**src/hw/rtl/fbpa_pkg.sv**
```systemverilog
// ----------------------------------------------------------------------------
// fbpa_pkg
// Shared constants, codes and payload types of the fixed block pool allocator.
// ----------------------------------------------------------------------------
package fbpa_pkg;

   // Pool geometry
   localparam int MAX_BLOCKS      = 64;
   localparam int ADDR_WIDTH      = 48;
   localparam int SIZE_WIDTH      = 17;
   localparam int CFG_COUNT_WIDTH = 7;
   localparam int COUNT_WIDTH     = 7;
   localparam int STATUS_WIDTH    = 2;
   localparam int CSR_IDX_W       = 2;

   // Internal widths
   localparam int CNT_W    = $clog2(MAX_BLOCKS + 1);
   localparam int IDX_W    = (MAX_BLOCKS > 1) ? $clog2(MAX_BLOCKS) : 1;
   localparam int ROW_SH   = 3;
   localparam int ROW_BITS = 1 << ROW_SH;
   localparam int ROWS     = (MAX_BLOCKS + ROW_BITS - 1) / ROW_BITS;
   localparam int ROW_W    = (ROWS > 1) ? $clog2(ROWS) : 1;
   localparam int SPAN_W   = CNT_W + SIZE_WIDTH;
   localparam int STEP_W   = $clog2(SPAN_W);

   // Reset values of the configuration
   localparam int RESET_SIZE  = 4096;
   localparam int RESET_COUNT = (MAX_BLOCKS < 64) ? MAX_BLOCKS : 64;

   // Register indexes
   localparam logic [CSR_IDX_W-1:0] CSR_BASE  = 2'd0;
   localparam logic [CSR_IDX_W-1:0] CSR_SIZE  = 2'd1;
   localparam logic [CSR_IDX_W-1:0] CSR_COUNT = 2'd2;

   // Operation codes
   localparam logic OP_ALLOC   = 1'b0;
   localparam logic OP_RELEASE = 1'b1;

   typedef enum logic [STATUS_WIDTH-1:0] {
      STATUS_OK,
      STATUS_NO_FREE,
      STATUS_OUTSIDE,
      STATUS_NOT_IN_USE
   } status_type;

   typedef enum logic [3:0] {
      S_IDLE,
      S_SPAN,
      S_CHECK,
      S_DIV,
      S_REL_RD,
      S_REL_WR,
      S_SCAN_RD,
      S_SCAN_CHK,
      S_ADDR_MUL,
      S_ADDR_ADD,
      S_DONE
   } state_type;

   typedef struct packed {
      logic                  op;
      logic [ADDR_WIDTH-1:0] address;
   } req_type;

   typedef struct packed {
      logic [ADDR_WIDTH-1:0]   block_address;
      logic [STATUS_WIDTH-1:0] status;
      logic                    owned;
      logic [COUNT_WIDTH-1:0]  blocks_in_use;
   } rsp_type;

   typedef struct packed {
      logic busy;
      logic done;
   } div_stat_type;

endpackage

```
**src/hw/rtl/fbpa_ram.sv**
```systemverilog
// ----------------------------------------------------------------------------
// fbpa_ram
// Generic single-clock RAM, one write port, one read port, registered read.
// ----------------------------------------------------------------------------
module fbpa_ram #(
   parameter int WIDTH = 8,
   parameter int DEPTH = 8
) (
   input  logic                                   clock,
   input  logic                                   we,
   input  logic [((DEPTH > 1) ? $clog2(DEPTH) : 1)-1:0] waddr,
   input  logic [WIDTH-1:0]                       wdata,
   input  logic [((DEPTH > 1) ? $clog2(DEPTH) : 1)-1:0] raddr,
   output logic [WIDTH-1:0]                       rdata
);

   logic [WIDTH-1:0] mem_ff [DEPTH];
   logic [WIDTH-1:0] rdata_ff;

   // Write port
   always_ff @(posedge clock) begin
      if (we) begin
         mem_ff[waddr] <= wdata;
      end
   end

   // Registered read
   always_ff @(posedge clock) begin
      rdata_ff <= mem_ff[raddr];
   end

   assign rdata = rdata_ff;

endmodule

```
**src/hw/rtl/fbpa_div.sv**
```systemverilog
// ----------------------------------------------------------------------------
// fbpa_div
// Restoring divider, one quotient bit per cycle. Turns a pool offset into a
// block index.
// ----------------------------------------------------------------------------
module fbpa_div
   import fbpa_pkg::*;
(
   input  logic                  clock,
   input  logic                  reset,
   input  logic                  start,
   input  logic [SPAN_W-1:0]     dividend,
   input  logic [SIZE_WIDTH-1:0] divisor,
   output logic [SPAN_W-1:0]     quotient,
   output div_stat_type          stat
);

   logic                  busy_ff;
   logic                  done_ff;
   logic [STEP_W-1:0]     step_ff;
   logic [SIZE_WIDTH-1:0] rem_ff;
   logic [SPAN_W-1:0]     quo_ff;
   logic [SIZE_WIDTH-1:0] dsr_ff;

   logic [SIZE_WIDTH:0]   trial_w;
   logic                  fits_w;
   logic [SIZE_WIDTH:0]   diff_w;

   // One trial subtract per step
   always_comb begin
      trial_w = {rem_ff, quo_ff[SPAN_W-1]};
      fits_w  = trial_w >= {1'b0, dsr_ff};
      diff_w  = trial_w - {1'b0, dsr_ff};
   end

   // Control
   always_ff @(posedge clock) begin
      if (reset) begin
         busy_ff <= 1'b0;
         done_ff <= 1'b0;
         step_ff <= '0;
      end else begin
         done_ff <= 1'b0;
         if (start) begin
            busy_ff <= 1'b1;
            step_ff <= '0;
         end else if (busy_ff) begin
            if (step_ff == STEP_W'(SPAN_W - 1)) begin
               busy_ff <= 1'b0;
               done_ff <= 1'b1;
            end
            step_ff <= step_ff + 1'b1;
         end
      end
   end

   // Datapath: dividend shifts out at the top, quotient bits shift in below
   always_ff @(posedge clock) begin
      if (start) begin
         rem_ff <= '0;
         quo_ff <= dividend;
         dsr_ff <= divisor;
      end else if (busy_ff) begin
         rem_ff <= fits_w ? diff_w[SIZE_WIDTH-1:0] : trial_w[SIZE_WIDTH-1:0];
         quo_ff <= {quo_ff[SPAN_W-2:0], fits_w};
      end
   end

   assign quotient  = quo_ff;
   assign stat.busy = busy_ff;
   assign stat.done = done_ff;

endmodule

```
**src/hw/rtl/fixed_block_pool_allocator_unit.sv**
```systemverilog
// ----------------------------------------------------------------------------
// fixed_block_pool_allocator_unit
// Bitmap allocator for a pool of equal-size blocks. In-use bits sit in a RAM
// of 8-bit rows; allocate scans rows for the lowest free block, release
// divides the offset by the block size and clears one bit.
//
//   channel  dir  handshake              payload
//   req      in   req_valid/req_ready    req_data  (op, address)
//   rsp      out  rsp_valid/rsp_ready    rsp_data  (block_address, status,
//                                                   owned, blocks_in_use)
//   csr      in   csr_we                 csr_index, csr_wdata
//
// One request at a time. Release runs the bit-serial divider, then reads and
// rewrites one bitmap row. Allocate reads and checks rows of 8 blocks in turn
// in a RAM read-check loop until it finds a free block or passes the pool.
// The next request is taken while a response waits in the output register;
// a stalled response holds the following one in its final state.
// Synchronous reset clears every in-use bit at once through per-row valid
// flags; no clearing pass.
// ----------------------------------------------------------------------------
module fixed_block_pool_allocator_unit
   import fbpa_pkg::*;
(
   input  logic                  clock,
   input  logic                  reset,
   input  logic                  req_valid,
   output logic                  req_ready,
   input  req_type               req_data,
   output logic                  rsp_valid,
   input  logic                  rsp_ready,
   output rsp_type               rsp_data,
   input  logic                  csr_we,
   input  logic [CSR_IDX_W-1:0]  csr_index,
   input  logic [ADDR_WIDTH-1:0] csr_wdata
);

   state_type state_ff, state_in;

   // Configuration (block size and count kept in effective form)
   logic [ADDR_WIDTH-1:0] base_ff;
   logic [SIZE_WIDTH-1:0] size_ff;
   logic [CNT_W-1:0]      ecount_ff;

   // Pool state outside the RAM
   logic [CNT_W-1:0]      count_ff;
   logic [ROWS-1:0]       row_valid_ff;

   // Response register
   logic                  rsp_valid_ff;
   rsp_type               rsp_data_ff;

   // Request working registers
   logic                  op_ff;
   logic [ADDR_WIDTH-1:0] addr_ff;
   logic [ADDR_WIDTH-1:0] offset_ff;
   logic                  below_ff;
   logic [SPAN_W-1:0]     prod_ff;
   logic                  owned_ff;
   status_type            status_ff;
   logic [ADDR_WIDTH-1:0] res_addr_ff;
   logic [ROW_W-1:0]      row_ff;
   logic [ROW_SH-1:0]     bit_ff;
   logic [IDX_W-1:0]      idx_ff;

   // Combinational
   logic [CFG_COUNT_WIDTH-1:0] cfg_count_w;
   logic [SIZE_WIDTH-1:0]      cfg_size_w;
   logic [ADDR_WIDTH:0]        diff_w;
   logic [CNT_W-1:0]           mul_a_w;
   logic [SPAN_W-1:0]          prod_w;
   logic                       owned_w;
   logic                       rsp_free_w;
   logic [ROW_BITS-1:0]        ram_rdata;
   logic [ROW_BITS-1:0]        row_data_w;
   logic [ROW_BITS-1:0]        ram_wdata;
   logic                       ram_we;
   logic                       found_w;
   logic [ROW_SH-1:0]          found_bit_w;
   logic [31:0]                scan_idx_w;
   logic                       last_row_w;
   logic                       bit_set_w;
   logic                       div_start;
   div_stat_type               div_stat;
   logic [SPAN_W-1:0]          div_quotient;
   logic [IDX_W-1:0]           div_idx_w;

   // In-use bitmap, one row of 8 blocks per entry
   fbpa_ram #(
      .WIDTH (ROW_BITS),
      .DEPTH (ROWS)
   ) u_bitmap (
      .clock (clock),
      .we    (ram_we),
      .waddr (row_ff),
      .wdata (ram_wdata),
      .raddr (row_ff),
      .rdata (ram_rdata)
   );

   // Offset to block index
   fbpa_div u_div (
      .clock    (clock),
      .reset    (reset),
      .start    (div_start),
      .dividend (SPAN_W'(offset_ff)),
      .divisor  (size_ff),
      .quotient (div_quotient),
      .stat     (div_stat)
   );

   // Config write decode helpers
   always_comb begin
      cfg_count_w = csr_wdata[CFG_COUNT_WIDTH-1:0];
      cfg_size_w  = (csr_wdata[SIZE_WIDTH-1:0] == '0) ? SIZE_WIDTH'(1)
                                                      : csr_wdata[SIZE_WIDTH-1:0];
   end

   // Shared multiplier: pool span, then block offset for allocate
   always_comb begin
      mul_a_w = (state_ff == S_SPAN) ? ecount_ff : CNT_W'(idx_ff);
      prod_w  = SPAN_W'(mul_a_w) * SPAN_W'(size_ff);
   end

   // Range check
   always_comb begin
      diff_w     = {1'b0, addr_ff} - {1'b0, base_ff};
      owned_w    = !below_ff && (64'(offset_ff) < 64'(prod_ff));
      rsp_free_w = !rsp_valid_ff || rsp_ready;
      div_idx_w  = IDX_W'(div_quotient);
   end

   // Row inspection: lowest free block inside the pool, and the release bit
   always_comb begin
      row_data_w  = row_valid_ff[row_ff] ? ram_rdata : '0;
      found_w     = 1'b0;
      found_bit_w = '0;
      for (int b = ROW_BITS - 1; b >= 0; b--) begin
         if (!row_data_w[b] &&
             (((32'(row_ff) << ROW_SH) + 32'(b)) < 32'(ecount_ff))) begin
            found_w     = 1'b1;
            found_bit_w = ROW_SH'(b);
         end
      end
      scan_idx_w = (32'(row_ff) << ROW_SH) | 32'(found_bit_w);
      last_row_w = ((32'(row_ff) + 32'd1) << ROW_SH) >= 32'(ecount_ff);
      bit_set_w  = row_data_w[bit_ff];
   end

   // Next state
   always_comb begin
      state_in = state_ff;
      unique case (state_ff)
         S_IDLE: begin
            if (req_valid) state_in = S_SPAN;
         end
         S_SPAN: state_in = S_CHECK;
         S_CHECK: begin
            if (op_ff == OP_ALLOC) begin
               state_in = (ecount_ff == '0) ? S_DONE : S_SCAN_RD;
            end else begin
               state_in = owned_w ? S_DIV : S_DONE;
            end
         end
         S_DIV: begin
            if (div_stat.done) state_in = S_REL_RD;
         end
         S_REL_RD:   state_in = S_REL_WR;
         S_REL_WR:   state_in = S_DONE;
         S_SCAN_RD:  state_in = S_SCAN_CHK;
         S_SCAN_CHK: begin
            if (found_w) begin
               state_in = S_ADDR_MUL;
            end else if (last_row_w) begin
               state_in = S_DONE;
            end else begin
               state_in = S_SCAN_RD;
            end
         end
         S_ADDR_MUL: state_in = S_ADDR_ADD;
         S_ADDR_ADD: state_in = S_DONE;
         S_DONE: begin
            if (rsp_free_w) state_in = S_IDLE;
         end
         default:    state_in = S_IDLE;
      endcase
   end

   // State outputs
   always_comb begin
      req_ready = 1'b0;
      ram_we    = 1'b0;
      ram_wdata = row_data_w;
      div_start = 1'b0;
      unique case (state_ff)
         S_IDLE:  req_ready = 1'b1;
         S_CHECK: div_start = (op_ff == OP_RELEASE) && owned_w;
         S_SCAN_CHK: begin
            ram_we    = found_w;
            ram_wdata = row_data_w | (ROW_BITS'(1) << found_bit_w);
         end
         S_REL_WR: begin
            ram_we    = bit_set_w;
            ram_wdata = row_data_w & ~(ROW_BITS'(1) << bit_ff);
         end
         default: begin
            req_ready = 1'b0;
         end
      endcase
   end

   // Control registers
   always_ff @(posedge clock) begin
      if (reset) begin
         state_ff     <= S_IDLE;
         base_ff      <= '0;
         size_ff      <= SIZE_WIDTH'(RESET_SIZE);
         ecount_ff    <= CNT_W'(RESET_COUNT);
         count_ff     <= '0;
         row_valid_ff <= '0;
         rsp_valid_ff <= 1'b0;
      end else begin
         state_ff <= state_in;

         // Configuration writes
         if (csr_we) begin
            unique case (csr_index)
               CSR_BASE:  base_ff <= csr_wdata;
               CSR_SIZE:  size_ff <= cfg_size_w;
               CSR_COUNT: begin
                  if (32'(cfg_count_w) > 32'(MAX_BLOCKS)) begin
                     ecount_ff <= CNT_W'(MAX_BLOCKS);
                  end else begin
                     ecount_ff <= CNT_W'(cfg_count_w);
                  end
               end
               default: begin
                  base_ff <= base_ff;
               end
            endcase
         end

         // In-use count
         if (state_ff == S_SCAN_CHK && found_w) begin
            count_ff <= count_ff + 1'b1;
         end else if (state_ff == S_REL_WR && bit_set_w && count_ff != '0) begin
            count_ff <= count_ff - 1'b1;
         end

         // A written row becomes valid
         if (ram_we) begin
            row_valid_ff[row_ff] <= 1'b1;
         end

         // Response register
         if (state_ff == S_DONE && rsp_free_w) begin
            rsp_valid_ff <= 1'b1;
         end else if (rsp_ready) begin
            rsp_valid_ff <= 1'b0;
         end
      end
   end

   // Request datapath
   always_ff @(posedge clock) begin
      unique case (state_ff)
         S_IDLE: begin
            if (req_valid) begin
               op_ff   <= req_data.op;
               addr_ff <= req_data.address;
            end
         end
         S_SPAN: begin
            prod_ff     <= prod_w;
            offset_ff   <= diff_w[ADDR_WIDTH-1:0];
            below_ff    <= diff_w[ADDR_WIDTH];
            res_addr_ff <= '0;
            status_ff   <= STATUS_OK;
         end
         S_CHECK: begin
            owned_ff <= owned_w;
            row_ff   <= '0;
            if (op_ff == OP_ALLOC && ecount_ff == '0) begin
               status_ff <= STATUS_NO_FREE;
            end else if (op_ff == OP_RELEASE && !owned_w) begin
               status_ff <= STATUS_OUTSIDE;
            end
         end
         S_DIV: begin
            if (div_stat.done) begin
               idx_ff <= div_idx_w;
               row_ff <= ROW_W'(div_idx_w >> ROW_SH);
               bit_ff <= ROW_SH'(div_idx_w);
            end
         end
         S_REL_WR: begin
            if (!bit_set_w) status_ff <= STATUS_NOT_IN_USE;
         end
         S_SCAN_CHK: begin
            if (found_w) begin
               idx_ff <= IDX_W'(scan_idx_w);
            end else if (last_row_w) begin
               status_ff <= STATUS_NO_FREE;
            end else begin
               row_ff <= row_ff + 1'b1;
            end
         end
         S_ADDR_MUL: prod_ff <= prod_w;
         S_ADDR_ADD: res_addr_ff <= base_ff + ADDR_WIDTH'(prod_ff);
         S_DONE: begin
            if (rsp_free_w) begin
               rsp_data_ff.block_address <= res_addr_ff;
               rsp_data_ff.status        <= status_ff;
               rsp_data_ff.owned         <= owned_ff;
               rsp_data_ff.blocks_in_use <= COUNT_WIDTH'(count_ff);
            end
         end
         default: begin
            op_ff <= op_ff;
         end
      endcase
   end

   assign rsp_valid = rsp_valid_ff;
   assign rsp_data  = rsp_data_ff;

`ifndef SYNTH
   // The count can never pass the number of bits that exist
   a_count_bound: assert property (@(posedge clock) disable iff (reset)
      count_ff <= CNT_W'(MAX_BLOCKS))
      else $error("in-use count above pool size");

   // A taken request always starts the span computation
   a_accept_start: assert property (@(posedge clock) disable iff (reset)
      req_valid && req_ready |=> state_ff == S_SPAN)
      else $error("request taken outside idle");

   // Bitmap is only written by allocate or release commit
   a_ram_we_state: assert property (@(posedge clock) disable iff (reset)
      ram_we |-> (state_ff == S_SCAN_CHK || state_ff == S_REL_WR))
      else $error("bitmap write in wrong state");

   // An out-of-pool status never comes with ownership
   a_outside_owned: assert property (@(posedge clock) disable iff (reset)
      rsp_valid_ff && rsp_data_ff.status == STATUS_OUTSIDE |-> !rsp_data_ff.owned)
      else $error("outside status on owned address");

   // Divider is never restarted while running
   a_div_start: assert property (@(posedge clock) disable iff (reset)
      div_start |-> !div_stat.busy)
      else $error("divider started while busy");
`endif

endmodule
```
**config.mk**
```make
export PLATFORM = sky130hd
export DESIGN_NAME = fixed_block_pool_allocator_unit
export DESIGN_NICKNAME = d
export VERILOG_FILES = /design/src/hw/rtl/fbpa_pkg.sv /design/src/hw/rtl/fbpa_ram.sv /design/src/hw/rtl/fbpa_div.sv /design/src/hw/rtl/fixed_block_pool_allocator_unit.sv
export SDC_FILE = /design/constraint.sdc
export NUM_CORES = 1
export LEC_CHECK = 0
export ABC_AREA = 1
export BUFFER_PORTS_ARGS = -buffer_cell sky130_fd_sc_hd__buf_2
export CORE_ASPECT_RATIO = 0.9
export CORE_MARGIN = 4
export CORE_UTILIZATION = 38
export CTS_BUF_LIST = sky130_fd_sc_hd__clkbuf_4
export CTS_CLUSTER_SIZE = 28
export DETAILED_ROUTE_END_ITERATION = 12
export GPL_TIMING_DRIVEN = 0
export PLACE_DENSITY = 0.64
export SLEW_MARGIN = 5
export SYNTH_ARGS = -nofsm -noshare
export SYNTH_HDL_FRONTEND = slang
export SYNTH_SLANG_ARGS = --single-unit
```
**constraint.sdc**
```tcl
create_clock -name clock -period 14.6 [get_ports clock]
set_input_delay 2.19 -clock clock [delete_from_list [all_inputs] [get_ports clock]]
set_output_delay 2.19 -clock clock [all_outputs]
set_load 0.01 [all_outputs]
```
======== After elaboration in Yosys (flattened, before gate mapping) ========
Memories as Yosys holds them, arrays and structs flattened. A register that Yosys moved wholly into a read port is not among the register bits.
Cells that the tools add are included.
storage, ports and cells
  flip-flop bits (word level) ............. 400
  bits in writable memories ............... 64
  input port bits ......................... 104
  output and inout bits ................... 60
  logic and storage cells ................. 212
  memories kept ........................... 1
memories
  name             words  width  rd ports  clocked after Yosys merged registers in  wr ports  line            RTL
  u_bitmap.mem_ff  8      8      1         1                                        1         fbpa_ram.sv:17  logic [WIDTH-1:0] mem_ff [DEPTH];
operators by class
  $add $sub $neg .......................... 15
  multipliers ............................. 1
  magnitude comparators ................... 15
  equal/unequal tests ..................... 22
  shifts and indexed selects .............. 2
  muxes and demuxes ....................... 66
  bitwise logic cells ..................... 7
  reductions and logical operators ........ 55
operators by type and width
  operator             count
  $pmux 48 s2          1
  $lt 7x7->1           7
  $sub 48x48->49       1
  $add 48x24->48       1
  $lt 48x24->1         1
  $mux 24              2
  $pmux 4 s10          1
  $mux 17              2
  $mux 3               11
  $mux 4               8
  $add 6x3->7 const B  4
  $mux 7               4
  $mul 7x17->24        1
  $mux 1               21
  $ge 18x17->1         1
  $logic_and 1x1->1    17
  $logic_not 17->1     1
  $sub 17x17->17       1
  $eq 4x3->1 const B   4
  $or 8x8->8           2
  $pmux 8 s2           1
  $shl 1x3->8 const A  2
  $add 6x2->7 const B  2
  $ne 2x2->1 const B   7
  other kinds (47)     80

======== Longest topological paths before layout ========
  depth after elaboration ................. 16
  gate-level depth with buffers ........... 27
  mapped depth without buffers ............ 26

======== Modules after synthesis ========
Synthesis repeated with hierarchy kept, for this count alone.
second synthesis, totals
  cells, all modules ...................... 3276
  area, all modules ....................... 28337.2 µm²
by module, submodules not included
  module                           times used  cells each  area each (µm²)  sequential area each (µm²)
  fixed_block_pool_allocator_unit  1           2461        21398.0          9138.8
  fbpa_div                         1           512         3888.7           1711.6
  fbpa_ram                         1           303         3050.4           2082.0

======== Least setup slack after synthesis ========
Ideal clock, no wire load.
  kind .................................... reg2reg
  start ................................... register state_ff[2]
  end ..................................... register prod_ff[19], data pin
  library setup time ...................... 259 ps
  arrival ................................. 6112 ps
  path slack .............................. 8229 ps
  cell stages (with the launch flop) ...... 24
  buffers on the path ..................... 1
  period minus slack after synthesis ...... 6371 ps
  path through ............................ dfxtp_1 > nor2_1 > nand2_1 > inv_1 > or2_2 > o21ai_1 > clkbuf_1 > nor2_1 > fa_1 > fa_1 > fa_1 > inv_1 > fa_1 > inv_1 > ha_1 > nand2_1 > o21ai_0 > a21oi_1 > o21ai_0 > inv_1 > o31ai_1 > nand2_1 > nand2_1 > xor2_1
on the way
  cells in the longest elaborated chain, start to end .. 3
RTL lines
  what                      line                                    RTL
  start: declaration        fixed_block_pool_allocator_unit.sv:37   state_type state_ff, state_in;
  start signal: assignment  fixed_block_pool_allocator_unit.sv:222  state_ff <= state_in;
  $eq 4x1->1                fixed_block_pool_allocator_unit.sv:120  mul_a_w = (state_ff == S_SPAN) ? ecount_ff : CNT_W'(idx_ff);
  $mux 7                    fixed_block_pool_allocator_unit.sv:120
  $mul 7x17->24             fixed_block_pool_allocator_unit.sv:121  prod_w = SPAN_W'(mul_a_w) * SPAN_W'(size_ff);
  named net prod_w[19]      fixed_block_pool_allocator_unit.sv:70   logic [SPAN_W-1:0] prod_w;
  end signal: assignment    fixed_block_pool_allocator_unit.sv:273  prod_ff <= prod_w;
  end signal: assignment    fixed_block_pool_allocator_unit.sv:307  S_ADDR_MUL: prod_ff <= prod_w;
  end: declaration          fixed_block_pool_allocator_unit.sv:57   logic [SPAN_W-1:0] prod_ff;
The timed path passes the listed nets, and every way through them passes these cells.
A chain may end at the register's enable or synchronous reset.

======== Worst setup path after layout ========
  start ................................... register state_ff[0]
  end ..................................... register prod_ff[17], data pin
The elaborated chain is that of the path after synthesis.

==> results.py <==
metrics = {
    "worst_hold_path": {
        "worstHoldPathType": "flop to flop",
        "min_path_cells": 0,
    },
    "synth": {
        "ys_ff_latch": 472,
        "synth_ff_type": "edfxtp_1",
        "syn_nets": 3294,
        "syn_area_sq_mm": 0.0269,
        "ys_warn_count": 0,
        "synth_edf_count": 348,
        "synth_cell_types": 52,
        "syn_area_per_cell_sq_um": 9.14,
        "synth_cells": 2943,
        "ys_async_sr_fraction_pct": 0,
        "yosysSeqAreaShare_pct": 48.1,
    },
    "placement": {
        "dp.cells": 4052,
        "place_congestion": 0.901,
        "portBuffers": 163,
        "placed_cell_area_sq_mm": 0.0290,
        "pre_cts_ws_ns": 7.62,
        "hpwl_um": 58700,
    },
    "cts": {
        "cts_setup_buffers": 0,
        "cts_sinks": 472,
        "worstSkewPairLatency_ns": 0.97,
        "path_clk_slew_ns": 0.07,
        "cts_resized": 0,
        "numCtsBuffers": 132,
        "holdBufCountCts": 0,
        "tritoncts": "built",
        "cts_root_buf": "clkbuf_4",
        "htree_levels": 4,
        "cts_buffer_depth": 3,
    },
    "drt": {
        "vias": 21455,
        "drtIter0Drc": 1930,
        "routed_wl_um": 74700,
        "route.met3.wl_um": 5660,
        "wl_met2_um": 31400,
        "ant_nets": 0,
        "wl_met1_um": 35600,
        "vias_per_cell": 5.00,
        "drt_first_pass_iters": 6,
        "wl_per_cell_um": 17.4,
        "drc": 0,
        "dr.max_layer_used": "met5",
    },
    "finish": {
        "final_area_sq_mm": 0.0308,
        "final_cell_mix": "nand2_1 (533), inv_1 (428), edfxtp_1 (348), nor2_1 (301), a21oi_1 (273)",
        "final_common_cell": "nand2_1",
        "syn2layout_area_growth_pct": 14.4,
        "nets": 3597,
        "final_cells": 4295,
        "drive_above_1_share_pct": 13.4,
        "fin_util_pct": 43.9,
    },
    "sta": {
        "finalMaxSlewViolations": 0,
        "skew_ns": 0.0440,
        "finalSetupViolCount": 0,
        "post-route-period-util_pct": 48.5,
        "hold_viol": 0,
        "fin_hold_ws_ns": 0.409,
        "max_freq_ghz": 0.141,
        "tightest_slew_ns": 1.32,
        "min_period_ns": 7.08,
        "fin_tns_setup_ns": 0,
        "relSlewSlack_pct": 11.4,
        "rsz0062_at_grt": "false",
        "setup_ws_ns": 7.52,
    },
    "worst_setup_path": {
        "r2r-start": "state_ff[0]$_SDFFE_PP0P_",
        "cp.required_ns": 15.35,
        "r2r-end": "prod_ff[17]$_DFFE_PP_",
        "cp-start-kind": "flop",
        "critPathSlowestCell": "clkbuf_1",
        "cp_cell_sequence": "inv_2, nor2_1, nand2_1, inv_2, or2_2, o21ai_1, clkbuf_1, nor2_1, fa_1, fa_1, fa_1, inv_1, fa_1, inv_1, ha_1, nand2_1, o21ai_0, a21oi_1, o21ai_0, inv_1, o21ai_0, a21oi_1, xnor2_1",
        "r2r_setup_slack_ns": 7.52,
        "crit_path_start": "state_ff[0]$_SDFFE_PP0P_",
        "crit_top_cell": "fa_1",
        "cp_max_fo": 13,
        "cp_top_family": "adder cells",
        "max_stage_delay_ns": 0.56,
        "cp-end-kind": "flop",
        "endpoint": "prod_ff[17]$_DFFE_PP_",
        "crit_type": "flop to flop",
        "arrival_ns": 7.83,
        "worstRegToRegCells": 23,
        "critPathBufInv": 6,
        "path_depth": 23,
    },
    "power_and_ir_drop": {
        "p_total_mw": 4.64,
        "powerDensity_mw_per_mm2": 151,
        "p_leak_nw": 13.2,
        "peakVddDrop_mv": 0.0714,
    },
    "run_status": {
        "status": "finished clean",
    },
    "floorplanning": {
        "dieArea_sq_mm": 0.0751,
        "num_rows": 92,
        "dieHeight_um": 260,
        "initial_core_util_pct": 38.4,
        "die_x_um": 288,
        "core_sq_mm": 0.0701,
        "ios": 164,
    },
    "grt": {
        "grt_max_degree": 45,
        "grt_usage_pct": 19.9,
        "overflow": 0,
        "grt_pass1_wl_um": 115000,
        "antenna_found_initial": 8,
        "grt_pass1_vias": 20611,
    },
    "flow_run": {
        "cap_viol_max_count": 0,
    },
}
## cells in the mapped netlist (2+ instances only)
| cell type | n | area, sq um |
|---|---|---|
| nand2_2 | 17 | 106 |
| o21ai_1 | 13 | 65.1 |
| edfxtp_1 | 348 | 10500 |
| a21oi_1 | 273 | 1370 |
| clkbuf_1 | 45 | 169 |
| nand2_4 | 3 | 33.8 |
| a31oi_1 | 30 | 188 |
| o21ai_0 | 195 | 976 |
| a211oi_1 | 6 | 45.0 |
| nand4_1 | 26 | 163 |
| nand3b_1 | 2 | 15.0 |
| o31ai_1 | 5 | 37.5 |
| inv_1 | 429 | 1610 |
| dfxtp_1 | 124 | 2480 |
| nor3_1 | 37 | 185 |
| o21bai_1 | 9 | 67.6 |
| a22o_1 | 7 | 61.3 |
| nor3b_1 | 3 | 22.5 |
| clkinv_1 | 2 | 7.51 |
| buf_4 | 2 | 15.0 |
| a21boi_0 | 5 | 37.5 |
| and3_1 | 6 | 37.5 |
| or2_2 | 9 | 56.3 |
| xor2_1 | 64 | 561 |
| nand2_1 | 533 | 2000 |
| and2_1 | 4 | 25.0 |
| nor2_1 | 304 | 1140 |
| a221oi_1 | 9 | 78.8 |
| buf_2 | 5 | 25.0 |
| a31o_2 | 4 | 35.0 |
| ha_1 | 169 | 2110 |
| a22oi_1 | 10 | 75.1 |
| nor4_1 | 19 | 119 |
| inv_2 | 5 | 18.8 |
| nand3_1 | 71 | 355 |
| a311oi_1 | 2 | 17.5 |
| nor2_2 | 3 | 18.8 |
| fa_1 | 78 | 1560 |
| xnor2_1 | 23 | 201 |
| and2_0 | 2 | 12.5 |
| a21o_1 | 7 | 52.6 |
| o211ai_1 | 8 | 60.1 |
| o21a_1 | 18 | 135 |
## area by class of cell
cell class                 instances  area [sq um]
fill                            6861         39300
sequential                       472         12900
multi-input combinational       1982         12100
inverter                         436          1640
clock buffer                     200          1500
tap                              940          1180
timing repair buffer             169           931
clock inverter                    38           229
buffer                            53           221
antenna                            5          12.5
## power breakdown
part           internal, mW  total, mW  switching (mW)
logic                 0.520       1.54            1.02
clock network         0.649       1.24           0.586
registers              1.74       1.87           0.130
## worst min-delay path by stage
| stage | from | to | slack [ns] |
|---|---|---|---|
| finish | res_addr_ff[27]$_SDFFCE_PN0P_ | rsp_data[37]$_DFFE_PP_ | 0.41 |
| global route | res_addr_ff[24]$_SDFFCE_PN0P_ | rsp_data[34]$_DFFE_PP_ | 0.42 |
| CTS | res_addr_ff[39]$_SDFFCE_PN0P_ | rsp_data[49]$_DFFE_PP_ | 0.41 |
| detailed placement | res_addr_ff[5]$_SDFFCE_PN0P_ | rsp_data[15]$_DFFE_PP_ | 0.40 |
| global placement | res_addr_ff[37]$_SDFFCE_PN0P_ | rsp_data[47]$_DFFE_PP_ | 0.40 |
| floorplan | res_addr_ff[0]$_SDFFCE_PN0P_ | rsp_data[10]$_DFFE_PP_ | 0.40 |
## routing by layer
layer / track usage, % / vias to the layer above
met1: 29.3 / 9982
met5: 0 / -
met2: 28.7 / 698
met4: 6.85 / 4
li1: - / 10637
met3: 4.77 / 134
## logic make-up after synthesis
group | after synthesis | synth area share [%]
AO/OA/AOI/OAI | 606 | 12.4
XOR/XNOR | 87 | 2.83
flip-flops | 472 | 48.1
buffers and inverters | 489 | 6.90
adder cells (fa/ha/maj) | 247 | 13.7
AND/OR/NAND/NOR | 1042 | 16.1
## registers in the layout, summed over array words and instances (netlist names), 5 cells and up
register,flops
addr_ff,48
base_ff,48
count_ff,7
ecount_ff,7
idx_ff,6
offset_ff,48
prod_ff,24
res_addr_ff,48
row_valid_ff,8
rsp_data,58
size_ff,17
u_bitmap.mem_ff,64
u_bitmap.rdata,8
u_div.dsr_ff,17
u_div.quotient,24
u_div.rem_ff,17
u_div.step_ff,5
(Power assumes the default switching activity.)
